===== config.mk =====
export PLATFORM = sky130hd
export DESIGN_NAME = plfe_div
export DESIGN_NICKNAME = d
export VERILOG_FILES = /design/src/plfe_pkg.sv /design/src/plfe_div.sv
export SDC_FILE = /design/constraint.sdc
export NUM_CORES = 1
export LEC_CHECK = 0
export ABC_CLOCK_PERIOD_IN_PS = 3800
export CELL_PAD_IN_SITES_DETAIL_PLACEMENT = 0
export CELL_PAD_IN_SITES_GLOBAL_PLACEMENT = 1
export CORE_ASPECT_RATIO = 1.2
export CORE_MARGIN = 2
export CORE_UTILIZATION = 53
export DETAILED_ROUTE_END_ITERATION = 10
export DONT_BUFFER_PORTS = 1
export GPL_ROUTABILITY_DRIVEN = 0
export PLACE_DENSITY = 0.84
export SYNTH_ARGS = -nofsm -noshare
export SYNTH_HDL_FRONTEND = slang
export SYNTH_SLANG_ARGS = --single-unit

===== constraint.sdc =====
create_clock -name i_clk -period 3.8 [get_ports i_clk]
set_input_delay 0.57 -clock i_clk [delete_from_list [all_inputs] [get_ports i_clk]]
set_output_delay 0.57 -clock i_clk [all_outputs]
set_load 0.05 [all_outputs]

===== src/plfe_pkg.sv =====
// Shared types, codes and constants of the palette linear fade engine.
package plfe_pkg;

    localparam int CH_W       = 5;
    localparam int NUM_CH     = 3;
    localparam int COLOUR_W   = CH_W * NUM_CH;
    localparam int FP_W       = 16;
    localparam int FP_SHIFT   = 8;
    localparam int IDX_W      = 8;
    localparam int FRAMES_W   = 15;
    localparam int MASK_W     = 16;
    localparam int NUM_GROUPS = MASK_W;
    localparam int CFG_DATA_W = 16;
    localparam int CFG_IDX_W  = 1;
    localparam int CH_SEL_W   = 2;

    localparam int DIV_NUM_W = CH_W + FP_SHIFT;
    localparam int DIV_CNT_W = $clog2(DIV_NUM_W);
    localparam int DIV_REM_W = FRAMES_W + 1;

    localparam logic [CH_W-1:0]     CH_MAX    = 5'h1F;
    localparam logic [FP_W-1:0]     CH_MAX_FP = 16'h1F00;
    localparam logic [CH_SEL_W-1:0] LAST_CH   = 2'd2;

    typedef logic [CH_W-1:0]             t_chan;
    typedef logic [NUM_CH-1:0][CH_W-1:0] t_colour;
    typedef logic [FP_W-1:0]             t_fp;
    typedef logic [NUM_CH-1:0][FP_W-1:0] t_fp3;

    typedef enum logic [1:0] {
        OP_LOAD_CUR = 2'd0,
        OP_LOAD_TGT = 2'd1,
        OP_PREPARE  = 2'd2,
        OP_STEP     = 2'd3
    } t_opcode;

    typedef enum logic [CFG_IDX_W-1:0] {
        CFG_FADE_FRAMES = 1'd0,
        CFG_GROUP_MASK  = 1'd1
    } t_cfg_reg;

    typedef enum logic [2:0] {
        S_IDLE,
        S_FETCH,
        S_DIV_GO,
        S_DIV_WAIT,
        S_STEP,
        S_WB,
        S_DONE
    } t_state;

    typedef struct packed {
        t_opcode              opcode;
        logic [IDX_W-1:0]     entry_index;
        logic [COLOUR_W-1:0]  colour_in;
    } t_in_item;

    typedef struct packed {
        logic [IDX_W-1:0]     entry_out;
        logic [COLOUR_W-1:0]  colour_out;
    } t_out_item;

    typedef struct packed {
        logic                  start;
        logic                  neg;
        logic [DIV_NUM_W-1:0]  num;
        logic [FRAMES_W-1:0]   den;
    } t_div_req;

    typedef struct packed {
        logic      done;
        t_fp       quot;
    } t_div_rsp;

endpackage


===== src/plfe_div.sv =====
// Restoring divider for slope computation, one quotient bit per cycle.
module plfe_div (
    input  logic               i_clk,
    input  logic               i_rst_n,
    input  plfe_pkg::t_div_req i_req,
    output plfe_pkg::t_div_rsp o_rsp
);
    import plfe_pkg::*;

    logic                 r_busy;
    logic                 r_done;
    logic [DIV_CNT_W-1:0] r_cnt;
    logic [DIV_REM_W-1:0] r_rem;
    logic [DIV_NUM_W-1:0] r_num;
    logic                 r_neg;
    logic [FRAMES_W-1:0]  r_den;

    logic [DIV_REM_W-1:0] trial;
    logic [DIV_REM_W-1:0] trial_sub;
    logic                 trial_ge;

    always_comb begin
        trial     = {r_rem[DIV_REM_W-2:0], r_num[DIV_NUM_W-1]};
        trial_ge  = trial >= {1'b0, r_den};
        trial_sub = trial - {1'b0, r_den};
    end

    always_ff @(posedge i_clk) begin
        if (!i_rst_n) begin
            r_busy <= 1'b0;
            r_done <= 1'b0;
            r_cnt  <= '0;
        end else begin
            r_done <= 1'b0;
            if (i_req.start) begin
                r_busy <= 1'b1;
                r_cnt  <= DIV_CNT_W'(DIV_NUM_W - 1);
            end else if (r_busy) begin
                r_cnt <= r_cnt - 1'b1;
                if (r_cnt == '0) begin
                    r_busy <= 1'b0;
                    r_done <= 1'b1;
                end
            end
        end
    end

    always_ff @(posedge i_clk) begin
        if (i_req.start) begin
            r_rem <= '0;
            r_num <= i_req.num;
            r_neg <= i_req.neg;
            r_den <= i_req.den;
        end else if (r_busy) begin
            r_rem <= trial_ge ? trial_sub : trial;
            r_num <= {r_num[DIV_NUM_W-2:0], trial_ge};
        end
    end

    assign o_rsp.done = r_done;
    assign o_rsp.quot = r_neg ? (FP_W'(0) - FP_W'(r_num)) : FP_W'(r_num);

endmodule


## Word-level counts from Yosys, hierarchy flattened

Cells that the tools add are included.

- Register bits after elaboration: 50
- Latch bits: 0
- Bits in writable memories: 0
- Bits in read-only memories: 0
- Bits of input ports: 32
- Memories kept: 0

- $add $sub $neg: 3
- Multiply operators: 0
- Divide/modulo/power cells: 0
- Order comparisons: 1
- Equality and inequality tests: 0
- Shifts and indexed selects: 0
- Multiplexer cells: 10
- Bitwise gates (word level): 2
- Reductions and logical operators: 4

Operators with widths:

| cell | count |
|---|---|
| $mux W13 | 2 |
| $ge A16 B15 Y1 | 1 |
| $mux W16 | 1 |
| $mux W15 | 1 |
| $sub A15 B15 Y15 | 1 |
| $sub A1 B13 Y14 const A | 1 |
| $mux W4 | 2 |
| $logic_not A4 Y1 | 1 |
| $mux W1 | 4 |
| $sub A4 B1 Y4 const B | 1 |
| $reduce_or A3 Y1 | 1 |
| $not A1 Y1 | 2 |
| $reduce_bool A2 Y1 | 1 |
| $reduce_or A2 Y1 | 1 |

## Longest topological paths before layout

- Depth after elaboration: 4
- Depth in mapped cells: 11

## Worst setup path before layout

No wires, ideal clock.

- Kind: reg-to-output
- Start: register r_num[5]
- End: output port o_rsp[11] (netlist name)
- Data arrival time: 2.103 ns
- Required time: 3.230 ns
- Setup slack: 1.127 ns
- Stages on the path, launching flop included: 5
- Buffers on the path: 0
- Path through: edfxtp_1 -> or3_1 -> or4_1 -> o41ai_1 -> xnor2_1

RTL lines:

| element | RTL line | RTL |
|---|---|---|
| from (decl) | plfe_div.sv:14 | `logic [DIV_NUM_W-1:0] r_num;` |
| from (signal assigned) | plfe_div.sv:51 | `r_num <= i_req.num;` |
| from (signal assigned) | plfe_div.sv:56 | `r_num <= {r_num[DIV_NUM_W-2:0], trial_ge};` |
| to (decl) | plfe_div.sv:6 | `output plfe_pkg::t_div_rsp o_rsp` |

==> flow_metrics.py <==
metrics = {
    "status": {
        "outcome": "finished, final reports clean",
    },
    "cells_and_area": {
        "fin_cells": 366,
        "finish.instance_area_um2": 3219,
        "post_route_cells_drive_above_1_share": 0.1258,
        "antenna_cells_inserted": 0,
        "finalNetCount": 352,
        "areaGrowthSynthToFinish_pct": 7.567,
    },
    "synthesis": {
        "yosys_top_cell_by_area": "sky130_fd_sc_hd__edfxtp_1",
        "post_synth_most_frequent_cells": "sky130_fd_sc_hd__edfxtp_1 (29), sky130_fd_sc_hd__inv_1 (27), sky130_fd_sc_hd__nor2_1 (22), sky130_fd_sc_hd__dfxtp_1 (21), sky130_fd_sc_hd__ha_1 (18)",
        "synth_async_sr_flop_share": 0,
        "synth_sequential_area_ratio": 0.4314,
        "post_synthesis_net_count": 348,
        "register_bit_total_from_synthesis": 50,
        "synth.lib_cells_used.distinct": 57,
        "mappedNetlistArea_um2": 2993,
        "syn_inst": 297,
        "synth.most_common_cell": "sky130_fd_sc_hd__edfxtp_1",
        "synth_top_flop_cell": "sky130_fd_sc_hd__edfxtp_1",
        "synth_enable_flop_cells": 29,
        "yosysTopAreaCellShare": 0.2910,
        "avgSynthCellArea_um2": 10.08,
        "synth_top_cells_by_area": "sky130_fd_sc_hd__edfxtp_1 (29%), sky130_fd_sc_hd__dfxtp_1 (14%), sky130_fd_sc_hd__ha_1 (7.5%)",
        "yosys_warnings": 0,
    },
    "clock_tree": {
        "cts_buffer_depth": 2,
        "cts_inserted_buffers": 5,
        "cts_hold_buffers": 0,
        "insertion_delay_ps": 300,
        "tritoncts_clock_tree": "yes",
        "cts.repair.resized": 0,
        "ctsHtreeMaxLevel": 2,
        "cts_root_buf": "sky130_fd_sc_hd__clkbuf_8",
        "clkSinkCount": 50,
        "worst_setup_hold_path_clk_slew_ps": 90,
        "postCtsSetupRepairBufs": 0,
    },
    "floorplan": {
        "core.rowCount": 30,
        "die_area_um2": 6267,
        "coreArea_um2": 5555,
        "design.portCount": 49,
        "die-width_um": 72.60,
        "floorplan.initialDensity": 0.5387,
        "die_y_um": 86.32,
    },
    "placement": {
        "placedInstanceArea_um2": 3077,
        "dpl.cell_count": 358,
        "hpwl_mm": 4.010,
        "number_of_buffers_inserted_by_port_buffering": 0,
    },
    "setup_path": {
        "endpoint_kind": "output port",
        "timing.critical_path.required_ps": 3230,
        "rr_startpoint": "r_num[12]",
        "timing.rr.end": "r_rem[8]",
        "worst-endpoint-arrival_ps": 2740,
        "timing_worst_setup_path_type": "flop to output port",
        "critical_path_peak_fanout": 4,
        "regToRegSetupSlack_ps": 1010,
        "startpoint_type": "flop",
        "r2r.worst_path.cells": 10,
    },
    "timing": {
        "finalMaxSlewViolations": 0,
        "fmax_ghz": 0.3023,
        "timing_worst_slew_pin_value_ps": 1086,
        "timing.max_slew.rel_slack": 0.2709,
        "minimum_clock_period_ps": 3308,
        "final-hold-violation-count": 0,
        "fin_crit_sh": 0.8704,
        "grt_setup_unrepaired": "no",
        "setup_viol": 0,
        "final.setup.tns_ps": 0,
        "fin_skew_ps": 3.823,
    },
    "power": {
        "power-per-cell-area_nw_per_um2": 470.9,
        "vdd_drop_max_uv": 265.5,
        "p_leak_nw": 1.333,
    },
    "global_routing": {
        "maximum_number_of_pins_on_one_net_before_global_route_repair": 48,
        "first_pass_grt_wire_length_mm": 9.356,
        "grt.total_usage": 0.1879,
        "antenna_violations_before_repair": 0,
        "grt_overflow": 0,
        "first_global_vias": 2039,
    },
    "routing": {
        "via_cell_ratio": 5.699,
        "num_vias": 2086,
        "wl_per_cell_um": 14.81,
        "drt_first_iter_violations": 117,
        "ant_nets": 0,
        "drc_violation_count_after_routing": 0,
        "drt_wl_total_mm": 5.421,
        "detail_route.first_pass.iterations": 4,
    },
    "worst_hold_path": {
        "min_delay_worst_endpoint": "r_rem[0]",
        "worst_hold_path_type": "primary input to flop",
        "timing.hold.worst_path_depth": 1,
        "hp-start": "i_req[29]",
    },
    "job": {
        "max_cap_viol_count": 0,
    },
}
[worst max-delay path, cell delays in order (launching register included)]
cell	delay, ps
sky130_fd_sc_hd__edfxtp_1	630
sky130_fd_sc_hd__or3_1	460
sky130_fd_sc_hd__or4_1	480
sky130_fd_sc_hd__o41ai_1	340
sky130_fd_sc_hd__xnor2_1	520
[report_power, final]
group	internal (mW)	switching, mW	leakage (nW)
sequential	0.623	0.0412	0.460
clock	0.281	0.172	0.0714
combinational	0.148	0.252	0.801
[cell families (layout without fill, tap and decap cells)]
family                     count (synthesis)  after routing  synth area share
AOI/OAI and AO/OA                         71             71            0.1618
xor gates and xnor gates                  24             24           0.07023
adders and majority gates                 19             19           0.08194
buffers and inverters                     40             45           0.05811
DFF                                       50             50            0.4314
muxes                                     19             19           0.06773
and+or+nand+nor                           74             74            0.1288
[metrics by stage]
stage                     setup WS [ps]  hold WS, ps  power [mW]    util
after global routing              370.9        310.6       1.600  0.5795
final                             492.3        329.9       1.516  0.5795
after CTS                         463.7        315.8       1.532  0.5795
after global placement            849.7        475.7       1.072  0.5538
after floorplan                    1127        453.0       1.005       -
after detailed placement          813.2        475.4       1.077  0.5538
[registers in the layout (all words and copies together) (netlist names)]
signal,cells
r_cnt,4
r_done,1
r_neg,1
r_busy,1
r_rem,15
r_num,13
r_den,15
[placed cells by master (no fill, tap or decap), drive strengths merged, types with 3 or more instances in the layout]
cell type  count
nand2         19
xnor2         16
mux2i          9
nor2b          4
nor2          22
a21o           4
clkbuf         6
a211oi         7
xor2           8
inv           27
buf           10
nor3           5
edfxtp        29
dfxtp         21
o21a           4
mux2          10
nand2b         7
ha            18
o31ai          5
a311oi         3
a31oi          4
o21ai         18
a21oi         13
[worst max path at each step]
| stage | startpoint | to | slack [ps] | cells past startpoint |
|---|---|---|---|---|
| 6_report | r_num[0] | o_rsp[11] | 490 | 4 |
| 5_1_grt | r_num[0] | o_rsp[11] | 370 | 4 |
| 4_1_cts | r_num[0] | o_rsp[11] | 460 | 4 |
| 3_5_place_dp | r_num[0] | o_rsp[11] | 810 | 4 |
| 3_3_place_gp | r_num[0] | o_rsp[11] | 850 | 4 |
| 2_1_floorplan | r_num[5] | o_rsp[11] | 1130 | 4 |
[layout make-up]
type / count / area, µm²
fill: 498 / 2336
multi-input combinational: 207 / 1529
sequential: 50 / 1291
inverter: 27 / 101.3
clock buffer: 6 / 82.58
tap: 64 / 80.08
timing repair buffer: 10 / 75.07
clock inverter: 2 / 60.06
[per-layer routing]
| metal | GRT usage | wire length [µm] | vias up |
|---|---|---|---|
| met5 | 0 | 0 | - |
| met4 | 0.06061 | 85 | 0 |
| met3 | 0.04070 | 233 | 8 |
| met2 | 0.3207 | 2756 | 45 |
| met1 | 0.2351 | 2346 | 965 |
| li1 | - | - | 1068 |
Note: power is estimated with default switching activity, not from simulation.
