--- config.mk ---
export PLATFORM = sky130hd
export DESIGN_NAME = plfe_step_alu
export DESIGN_NICKNAME = d
export VERILOG_FILES = /design/src/plfe_pkg.sv /design/src/plfe_step_alu.sv
export SDC_FILE = /design/constraint.sdc
export NUM_CORES = 1
export LEC_CHECK = 0
export BUFFER_PORTS_ARGS = -buffer_cell sky130_fd_sc_hd__buf_2
export CAP_MARGIN = 20
export CORE_MARGIN = 1.5
export CORE_UTILIZATION = 46
export DETAILED_ROUTE_END_ITERATION = 16
export GPL_ROUTABILITY_DRIVEN = 0
export PLACE_DENSITY = 0.85
export SLEW_MARGIN = 20
export SYNTH_ARGS = -nofsm -noshare
export SYNTH_HDL_FRONTEND = slang
export SYNTH_SLANG_ARGS = --single-unit
--- constraint.sdc ---
create_clock -name vclk -period 3.2
set_input_delay 0.16 -clock vclk [all_inputs]
set_output_delay 0.16 -clock vclk [all_outputs]
set_load 0.02 [all_outputs]
--- src/plfe_pkg.sv ---
// Shared types, codes and constants of the palette linear fade engine.
package plfe_pkg;

    localparam int CH_W       = 5;
    localparam int NUM_CH     = 3;
    localparam int COLOUR_W   = CH_W * NUM_CH;
    localparam int FP_W       = 16;
    localparam int FP_SHIFT   = 8;
    localparam int IDX_W      = 8;
    localparam int FRAMES_W   = 15;
    localparam int MASK_W     = 16;
    localparam int NUM_GROUPS = MASK_W;
    localparam int CFG_DATA_W = 16;
    localparam int CFG_IDX_W  = 1;
    localparam int CH_SEL_W   = 2;

    localparam int DIV_NUM_W = CH_W + FP_SHIFT;
    localparam int DIV_CNT_W = $clog2(DIV_NUM_W);
    localparam int DIV_REM_W = FRAMES_W + 1;

    localparam logic [CH_W-1:0]     CH_MAX    = 5'h1F;
    localparam logic [FP_W-1:0]     CH_MAX_FP = 16'h1F00;
    localparam logic [CH_SEL_W-1:0] LAST_CH   = 2'd2;

    typedef logic [CH_W-1:0]             t_chan;
    typedef logic [NUM_CH-1:0][CH_W-1:0] t_colour;
    typedef logic [FP_W-1:0]             t_fp;
    typedef logic [NUM_CH-1:0][FP_W-1:0] t_fp3;

    typedef enum logic [1:0] {
        OP_LOAD_CUR = 2'd0,
        OP_LOAD_TGT = 2'd1,
        OP_PREPARE  = 2'd2,
        OP_STEP     = 2'd3
    } t_opcode;

    typedef enum logic [CFG_IDX_W-1:0] {
        CFG_FADE_FRAMES = 1'd0,
        CFG_GROUP_MASK  = 1'd1
    } t_cfg_reg;

    typedef enum logic [2:0] {
        S_IDLE,
        S_FETCH,
        S_DIV_GO,
        S_DIV_WAIT,
        S_STEP,
        S_WB,
        S_DONE
    } t_state;

    typedef struct packed {
        t_opcode              opcode;
        logic [IDX_W-1:0]     entry_index;
        logic [COLOUR_W-1:0]  colour_in;
    } t_in_item;

    typedef struct packed {
        logic [IDX_W-1:0]     entry_out;
        logic [COLOUR_W-1:0]  colour_out;
    } t_out_item;

    typedef struct packed {
        logic                  start;
        logic                  neg;
        logic [DIV_NUM_W-1:0]  num;
        logic [FRAMES_W-1:0]   den;
    } t_div_req;

    typedef struct packed {
        logic      done;
        t_fp       quot;
    } t_div_rsp;

endpackage

--- src/plfe_step_alu.sv ---
// One-channel frame step: wrap add of slope, clamp and channel extract.
module plfe_step_alu (
    input  plfe_pkg::t_fp   i_acc,
    input  plfe_pkg::t_fp   i_slope,
    output plfe_pkg::t_fp   o_acc,
    output plfe_pkg::t_fp   o_slope,
    output plfe_pkg::t_chan o_chan
);
    import plfe_pkg::*;

    t_fp sum;

    always_comb begin
        sum     = i_acc + i_slope;
        o_acc   = sum;
        o_slope = i_slope;
        if (sum[FP_W-1]) begin
            o_acc   = '0;
            o_slope = '0;
        end else if (sum[FP_SHIFT +: CH_W] == CH_MAX) begin
            o_acc   = CH_MAX_FP;
            o_slope = '0;
        end
        o_chan = o_acc[FP_SHIFT +: CH_W];
    end

endmodule

# Word level (Yosys, flattened, before mapping)
# Index checks and enable logic that the tools add are counted.
# classes
n_addsub,1
n_eq_ne,1
muxes,4
# op_table
op,count
two-way mux 16 bit,2
two-way mux 15 bit,2
adder 16 bit,1
equality test 5 bit (second input constant),1
# totals
regBits,0
input_bits,32
out_inout_bits,37
wordCells,6

# Logic depth before layout (Yosys ltp)
# Gate-level depths: netlist (run 1).
# logic_depth
word_depth,4
mapped_depth,9
depth_no_buf,8

# Least setup slack after synthesis (run 1)
# OpenSTA, ideal clock, no wires.
# synth_path
kind,input to output
startpoint,input port i_acc[0]
endpoint,output port o_chan[4]
t_arrival_ns,3.061
required_ns,3.040
path_slack_ns,-0.021
path_stages,7
n_path_buf,1
cell_sequence,ha_1 -> fa_1 -> a21o_1 -> a221oi_4 -> o21ai_1 -> a2111oi_0 -> buf_4
# synth_between
elab_chain_cells,4
# synth_lines
item,line_no,text
"start, declared",plfe_step_alu.sv:3,"input plfe_pkg::t_fp i_acc,"
adder 16 bit (*),plfe_step_alu.sv:14,sum = i_acc + i_slope;
equality test 5 bit,plfe_step_alu.sv:20,end else if (sum[FP_SHIFT +: CH_W] == CH_MAX) begin
two-way mux 15 bit,plfe_step_alu.sv:20,
two-way mux 15 bit (*),plfe_step_alu.sv:17,if (sum[FP_W-1]) begin
"end, declared",plfe_step_alu.sv:7,output plfe_pkg::t_chan o_chan
# Every way passes the cells marked *; elsewhere a longest branch is shown, timed or not.

# Worst setup path after layout (run 1)
# layout_path
startpoint,input port i_acc[0]
endpoint,output port o_slope[12]
# layout_between
elab_chain_cells,4
# layout_lines
item,line_no,text
adder 16 bit (*),plfe_step_alu.sv:14,
equality test 5 bit,plfe_step_alu.sv:20,
two-way mux 16 bit,plfe_step_alu.sv:20,
two-way mux 16 bit (*),plfe_step_alu.sv:17,
"end, declared",plfe_step_alu.sv:6,"output plfe_pkg::t_fp o_slope,"
# Marked as above.

==> metrics.txt, run 1 <==
status complete, no violations; worst IR drop on VDD around 0.00023 V; Placed Cells around 240; area occupied by registers 0 sq um; Final nets 260; Antenna diodes 0; Post-Layout Inst Area around 1500 sq um; Required @ worst endpoint a little over 3 ns; initial core utilization 49.6%; Post-Route WL 2960 microns; number of global-route vias before repair 1074; Fin Setup TNS 0 ns; FFs & Latches 0; Leak 0.756 nW; drt drc 0; fin cells 238; commonest non-fill, non-tap cells in the layout buf_2, and2_1, ha_1, a21oi_1, nand2_1; post-synth cell types 42; routed vias/inst roughly 5.5; met2 WL 1450 microns; largest net degree at the start of global routing 27; Fin. Hold Viols 0; final antenna-violating net count 0; Setup WS pre-CTS 0.170 ns; final design utilization 64.2%; post-synthesis net count 200; top cell type's share of synthesized area 16.6%; Synth Area per Inst 7.43 sq um; max_slew headroom between 60% and 70%; DR WL/cell 12.4 microns; dominant cell type by area after synthesis ha_1; Slew Limit Fails 0; First-pass DRT Iterations 4; commonest non-fill, non-tap cell in the layout buf_2; Initial DRC Count 25; fmax 329 MHz; Tightest Hold Check Type in2out; final setup fails 0; CP endpoint o_slope[12]; FP Rows 17; worst-margin pin slew 0.566 ns; kind of end point of the critical path output port; initial antenna violation count 0; top post-synthesis cells by area ha_1, and2_1, a21oi_1; DP Wirelength 2370 microns; Syn Inst Count between 150 and 200; CP Class in2out; GR Overflow Total 0; unrepaired setup endpoints after global routing false; area of the core roughly 2300 sq um; total track usage between 20% and 30%; sequential-to-total area share from yosys stat 0%; top-level port count 69; crit path launch i_acc[0]; IO buf count 68; DP Area 1430 sq um; routed length on met3 94 microns; Mapped Area 1130 sq um; clock buffers 0; highest metal used met4; die height 52.6 microns; Max-Cap Viols 0; die area 2760 sq um; hold buffers post-CTS 0; first-pass GRT wire length 4500 microns; YS warnings 0; fin crit share 95.0%; setup bufs post-CTS 0; Layout area overhead 29.3%; Fillers 218; Final Worst Setup Slack 0.161 ns; Worst setup SP type input pin; area of the multi-input gates 1070 sq um; detailed-route via count 1299; pwr/cell area 339 nW/um^2; fin crit period just over 3 ns; die width approximately 53 microns; CP arrival 2.88 ns; CP max FO 13; M1 wire length 1410 microns; layout cell share with drive strength beyond 1 36.7%
-- metal layers --
layer,up-vias,GRT usage (%)
li1,676,-
met1,584,28.2
met2,37,35.6
met3,2,0.857
met4,0,0.855
met5,-,0
-- worst min-delay path by stage --
stage / startpoint / to / cells after the start
finish: i_slope[8] / o_slope[8] / 3
global route: i_slope[8] / o_slope[8] / 3
CTS: i_slope[8] / o_slope[8] / 3
detailed placement: i_slope[8] / o_slope[8] / 3
global placement: i_slope[9] / o_slope[9] / 3
floorplan: i_slope[0] / o_slope[0] / 1
-- critical path, stage by stage --
cell	delay, ns
buf_2	0.10
ha_1	0.23
fa_1	0.41
a21o_1	0.25
a221oi_4	0.35
o22ai_2	0.18
nor4_4	0.47
a41oi_4	0.32
and2_1	0.25
buf_2	0.15
-- cell usage after synthesis, drive strengths merged, types with 2 or more instances --
cell type / count
and3: 2
ha: 15
a21oi: 13
or2: 2
nor3: 3
and2: 28
a41oi: 2
xor2: 3
nand3: 5
o211a: 2
a211oi: 5
a21o: 4
inv: 3
o21ai: 8
o21a: 2
nor2b: 2
nand2: 8
xnor2: 7
buf: 11
nor2: 6
o211ai: 4
-- kinds of logic (layout without fill, tap and decap cells) --
logic type               count (synthesis)  count (layout)  synth area share, %
AND/OR/NAND/NOR                         59              59                 30.2
AO/OA/AOI/OAI                           50              51                 33.8
adder cells (fa/ha/maj)                 16              16                 18.4
buffers and inverters                   15              72                 8.64
XOR/XNOR                                10              10                 7.75
other                                    1               1                0.332
multiplexers                             1               1                0.886
-- stage by stage --
| step | power (mW) | hold WS, ns |
|---|---|---|
| floorplan | 0.368 | 0.503 |
| detailed placement | 0.472 | 0.659 |
| finish | 0.496 | 0.655 |
| CTS | 0.474 | 0.659 |
| global placement | 0.466 | 0.655 |
| global route | 0.541 | 0.665 |
-- power by group --
part / total, mW / internal [mW] / leakage, nW / switching, mW
clock: 0 / 0 / 0 / 0
sequential: 0 / 0 / 0 / 0
combinational: 0.496 / 0.190 / 0.756 / 0.306
-- layout make-up --
type,count,area share (%)
Inverter,3,0.771
Tap cell,28,2.40
Timing Repair Buffer,69,23.8
Multi-Input combinational cell,138,73.0
-- what timing repair did --
item / CTS / global route
endpoints found under the setup margin: 0 / 24
gates resized for setup: 0 / 2
hold endpoints to repair: 0 / 0
(Power assumes the default switching activity.)
==> run 2: changes to the inputs <==
Settings changed: MAX_ROUTING_LAYER from default to met4.
==> run 2 against run 1 <==
Against the previous run: non-clock buffer count unchanged; cell count stayed put; critical path depth is the same; power barely moved; setup slack worse by 0.0045 ns; sequential share of layout area stayed put; count of clock-buffer cells in the layout is the same; routed wire length up 0.10%; first-iteration DRC count unchanged; flip-flop and latch count did not move; combinational power is essentially flat; cell area is the same; largest cell class unchanged; highest routed layer unchanged.
==> metrics.txt, run 2 (synthesis gave the netlist of run 1 again) <==
status complete, no violations; Initial DRC Count 25; routed vias/inst 5.45; DP Wirelength 2370 microns; Fin. Hold Viols 0; final setup fails 0; fin crit period 3.04 ns; worst-margin pin slew between 0.5 and 0.6 ns; die area around 2800 sq um; GR Overflow Total 0; first-pass GRT wire length 4500 microns; critical path, cell by cell buf_2 > ha_1 > fa_1 > a21o_1 > a221oi_4 > o22ai_2 > nor4_4 > a41oi_4 > and2_1 > buf_2; slowest CP cell nor4_4; drt drc 0; Post-Route WL 2960 microns; initial core utilization 49.6%; commonest non-fill, non-tap cells in the layout buf_2, and2_1, ha_1, a21oi_1, nand2_1; fin crit share about 95%; fmax approximately 330 MHz; kind of end point of the critical path output port; Top delay family on crit path compound AO/OA/AOI/OAI gates; CP max stage delay 0.47 ns; FFs & Latches 0; DR WL/cell 12.4 microns; die height 52.6 microns; commonest non-fill, non-tap cell in the layout buf_2; total track usage approximately a fifth; top-level port count 69; final design utilization 64.2%; Required @ worst endpoint 3.04 ns; CP Class in2out; most frequent CP cell buf_2; CP max FO 13; detailed-route via count 1298; Layout area overhead 29.3%; Final nets 260; initial antenna violation count 0; Max-Cap Viols 0; Tightest Hold Check Type in2out; max_slew headroom around 62%; Fin Setup TNS 0 ns; CP arrival 2.88 ns; Crit path buffers/inverters 2; Fillers 218; unrepaired setup endpoints after global routing false; number of global-route vias before repair 1074; final antenna-violating net count 0; hold buffers post-CTS 0; Setup WS pre-CTS ~0.17 ns; die width 52.6 microns; area occupied by registers 0 sq um; setup bufs post-CTS 0; Slew Limit Fails 0; Worst setup SP type input pin; pwr/cell area approximately 340 nW/um^2; worst hold margin 0.655 ns; largest net degree at the start of global routing 27; Leak between 0.7 and 0.8 nW; area of the core 2280 sq um; clock buffers 0; First-pass DRT Iterations 4; FP Rows 17; Final Worst Setup Slack 0.156 ns; layout cell share with drive strength beyond 1 36.7%; IO buf count 68; Antenna diodes 0; worst IR drop on VDD 0.000226 V
run 2: cell counts in the layout (fill, tap and decap cells not counted):
Identical to the previous run, type by type.
run 2: worst paths after layout:
kind | startpoint | depth (start not counted) | slack, ns | end
hold / removal | i_slope[8] | 3 | 0.66 | o_slope[8]
setup / recovery | i_acc[0] | 10 | 0.16 | o_slope[12]
run 2: what timing repair did:
action / CTS / global route
endpoints found under the setup margin: 0 / 24
gates resized for setup: 0 / 2
hold endpoints to repair: 0 / 0
run 2: layout make-up:
class	count	area (sq um)	area share, %
Inverter	3	11.3	0.771
Multi-Input combinational cell	138	1070	73.0
Tap cell	28	35.0	2.40
Timing Repair Buffer	69	348	23.8
run 2: through the flow:
stage / area, sq um / cells / power [mW]
2_1_floorplan: 1130 / 152 / 0.368
3_3_place_gp: 1430 / 237 / 0.466
3_5_place_dp: 1430 / 237 / 0.472
4_1_cts: 1430 / 237 / 0.474
5_1_grt: 1460 / 238 / 0.541
6_report: 1460 / 238 / 0.496
run 2: routing by layer:
metal	global-route usage [%]	share of wire (%)	vias up
met4	0.855	0.41	0
met5	-	0	-
li1	-	-	676
met3	0.571	3.5	2
met1	28.3	47	581
met2	35.6	49	39
run 2: power breakdown:
part / internal, mW / switching (mW)
clock network: 0 / 0
registers: 0 / 0
logic: 0.190 / 0.306
==> run 3: changes to the inputs <==
Settings changed: CORE_ASPECT_RATIO from default to 0.75.
==> run 3 against run 2 <==
Against the previous run: fmax increased by 1.1%; count of clock-buffer cells in the layout unchanged; via count decreased by 0.92%; power decreased by 4.0%; flip-flop and latch count unchanged; first-iteration DRC count increased by 92%; combinational power decreased by 4.0%; setup slack improved by 0.033 ns; cell count increased by 2.1%; global-route usage increased by 1.6 points; die area increased by 0.11%; sequential share of layout area unchanged; largest power group unchanged.
==> metrics.txt, run 3 (synthesis gave the netlist of run 1 again) <==
status complete, no violations; DP Wirelength between 2000 and 2500 microns; Layout area overhead 27.0%; largest net degree at the start of global routing 27; IO buf count 68; fin crit period around 3 ns; Slew Limit Fails 0; top-level port count 69; Max-Cap Viols 0; Initial DRC Count 48; clock buffers 0; routed vias/inst 5.29; hold buffers post-CTS 0; number of global-route vias before repair 1067; max_slew headroom between 60 and 70%; CP Class in2out; FP Rows 15; die area 2770 sq um; setup bufs post-CTS 0; FFs & Latches 0; Hold EP o_slope[10]; area of the core 2310 sq um; worst IR drop on VDD 0.000136 V; detailed-route via count 1286; final antenna-violating net count 0; number of gates resized after CTS 0; Fillers 251; fin crit share 94.1%; critical path, cell by cell buf_2 > ha_1 > fa_1 > a21o_1 > a221oi_4 > o21ai_1 > mux2i_1 > a41oi_4 > and3b_1 > buf_2; worst-margin pin slew 0.576 ns; final setup fails 0; hold path depth 3; First-pass DRT Iterations 4; Leak 0.753 nW; Worst setup SP type input pin; fmax 332 MHz; Tightest Hold Check Type in2out; CP max FO 26; slowest CP cell a41oi_4; Fin. Hold Viols 0; die width between 60 and 70 microns; kind of end point of the critical path output port; Final nets 259; commonest non-fill, non-tap cells in the layout buf_2, and2_1, ha_1, a21oi_1, nand2_1; Required @ worst endpoint between 3 and 4 ns; pwr/cell area ~330 nW/um^2; CP max stage delay ~0.56 ns; total track usage between 20 and 25%; commonest non-fill, non-tap cell in the layout buf_2; area occupied by registers 0 sq um; drt drc 0; first-pass GRT wire length 4750 microns; Crit path buffers/inverters 2; worst hold path startpoint i_slope[10]; Antenna diodes 0; most frequent CP cell buf_2; initial antenna violation count 0; initial core utilization 48.9%; CP arrival 2.85 ns; layout cell share with drive strength beyond 1 between 30% and 40%; Post-Route WL 2900 microns; unrepaired setup endpoints after global routing false; Top delay family on crit path compound AO/OA/AOI/OAI gates; GR Overflow Total 0; Fin Setup TNS 0 ns; DR WL/cell 11.9 microns; die height approximately 46 microns; final design utilization between 60% and 70%
[run 3: final cells by class]
type	count	area, sq um	share of cell area, %
multi-input cells	137	1030	72.0
repair buffers	69	348	24.2
well taps	34	42.5	2.96
inverters	3	11.3	0.785
[run 3: metrics by stage]
stage | power [mW] | instances | hold slack [ns] | worst slack [ns] | instance area (sq um)
floorplan | 0.368 | 152 | 0.503 | 0.304 | 1130
global placement | 0.469 | 243 | 0.656 | 0.247 | 1440
detailed placement | 0.477 | 243 | 0.659 | 0.148 | 1440
CTS | 0.478 | 243 | 0.659 | 0.153 | 1440
global route | 0.521 | 243 | 0.668 | 0.0109 | 1440
finish | 0.476 | 243 | 0.654 | 0.190 | 1440
[run 3: worst max-delay path by stage]
stage	start	to	slack [ns]	cells after the start
floorplan	i_acc[0]	o_chan[4]	0.30	7
global placement	i_acc[0]	o_acc[14]	0.25	10
detailed placement	i_acc[0]	o_acc[14]	0.15	10
CTS	i_acc[0]	o_acc[14]	0.15	10
global route	i_acc[0]	o_acc[14]	0.01	10
finish	i_acc[0]	o_acc[14]	0.19	10
[run 3: tightest hold or removal path, delay by kind of cell]
| family | cells | cell delay (ns) |
|---|---|---|
| AND/OR/NAND/NOR | 1 | 0.10 |
| buffers and inverters | 2 | 0.23 |
[run 3: where the power goes]
| part | total (mW) | switching, mW | internal, mW | leakage, nW |
|---|---|---|---|---|
| Sequential | 0 | 0 | 0 | 0 |
| Combinational | 0.476 | 0.290 | 0.185 | 0.753 |
| Clock | 0 | 0 | 0 | 0 |
[run 3: per-layer routing]
layer | wire, microns | share of wire [%] | up-vias | track usage (%)
li1 | - | - | 668 | -
met1 | 1470 | 51 | 576 | 33.6
met2 | 1270 | 44 | 42 | 35.2
met3 | 163 | 5.6 | 0 | 0
met4 | 0 | 0 | 0 | 0
met5 | 0 | 0 | - | -
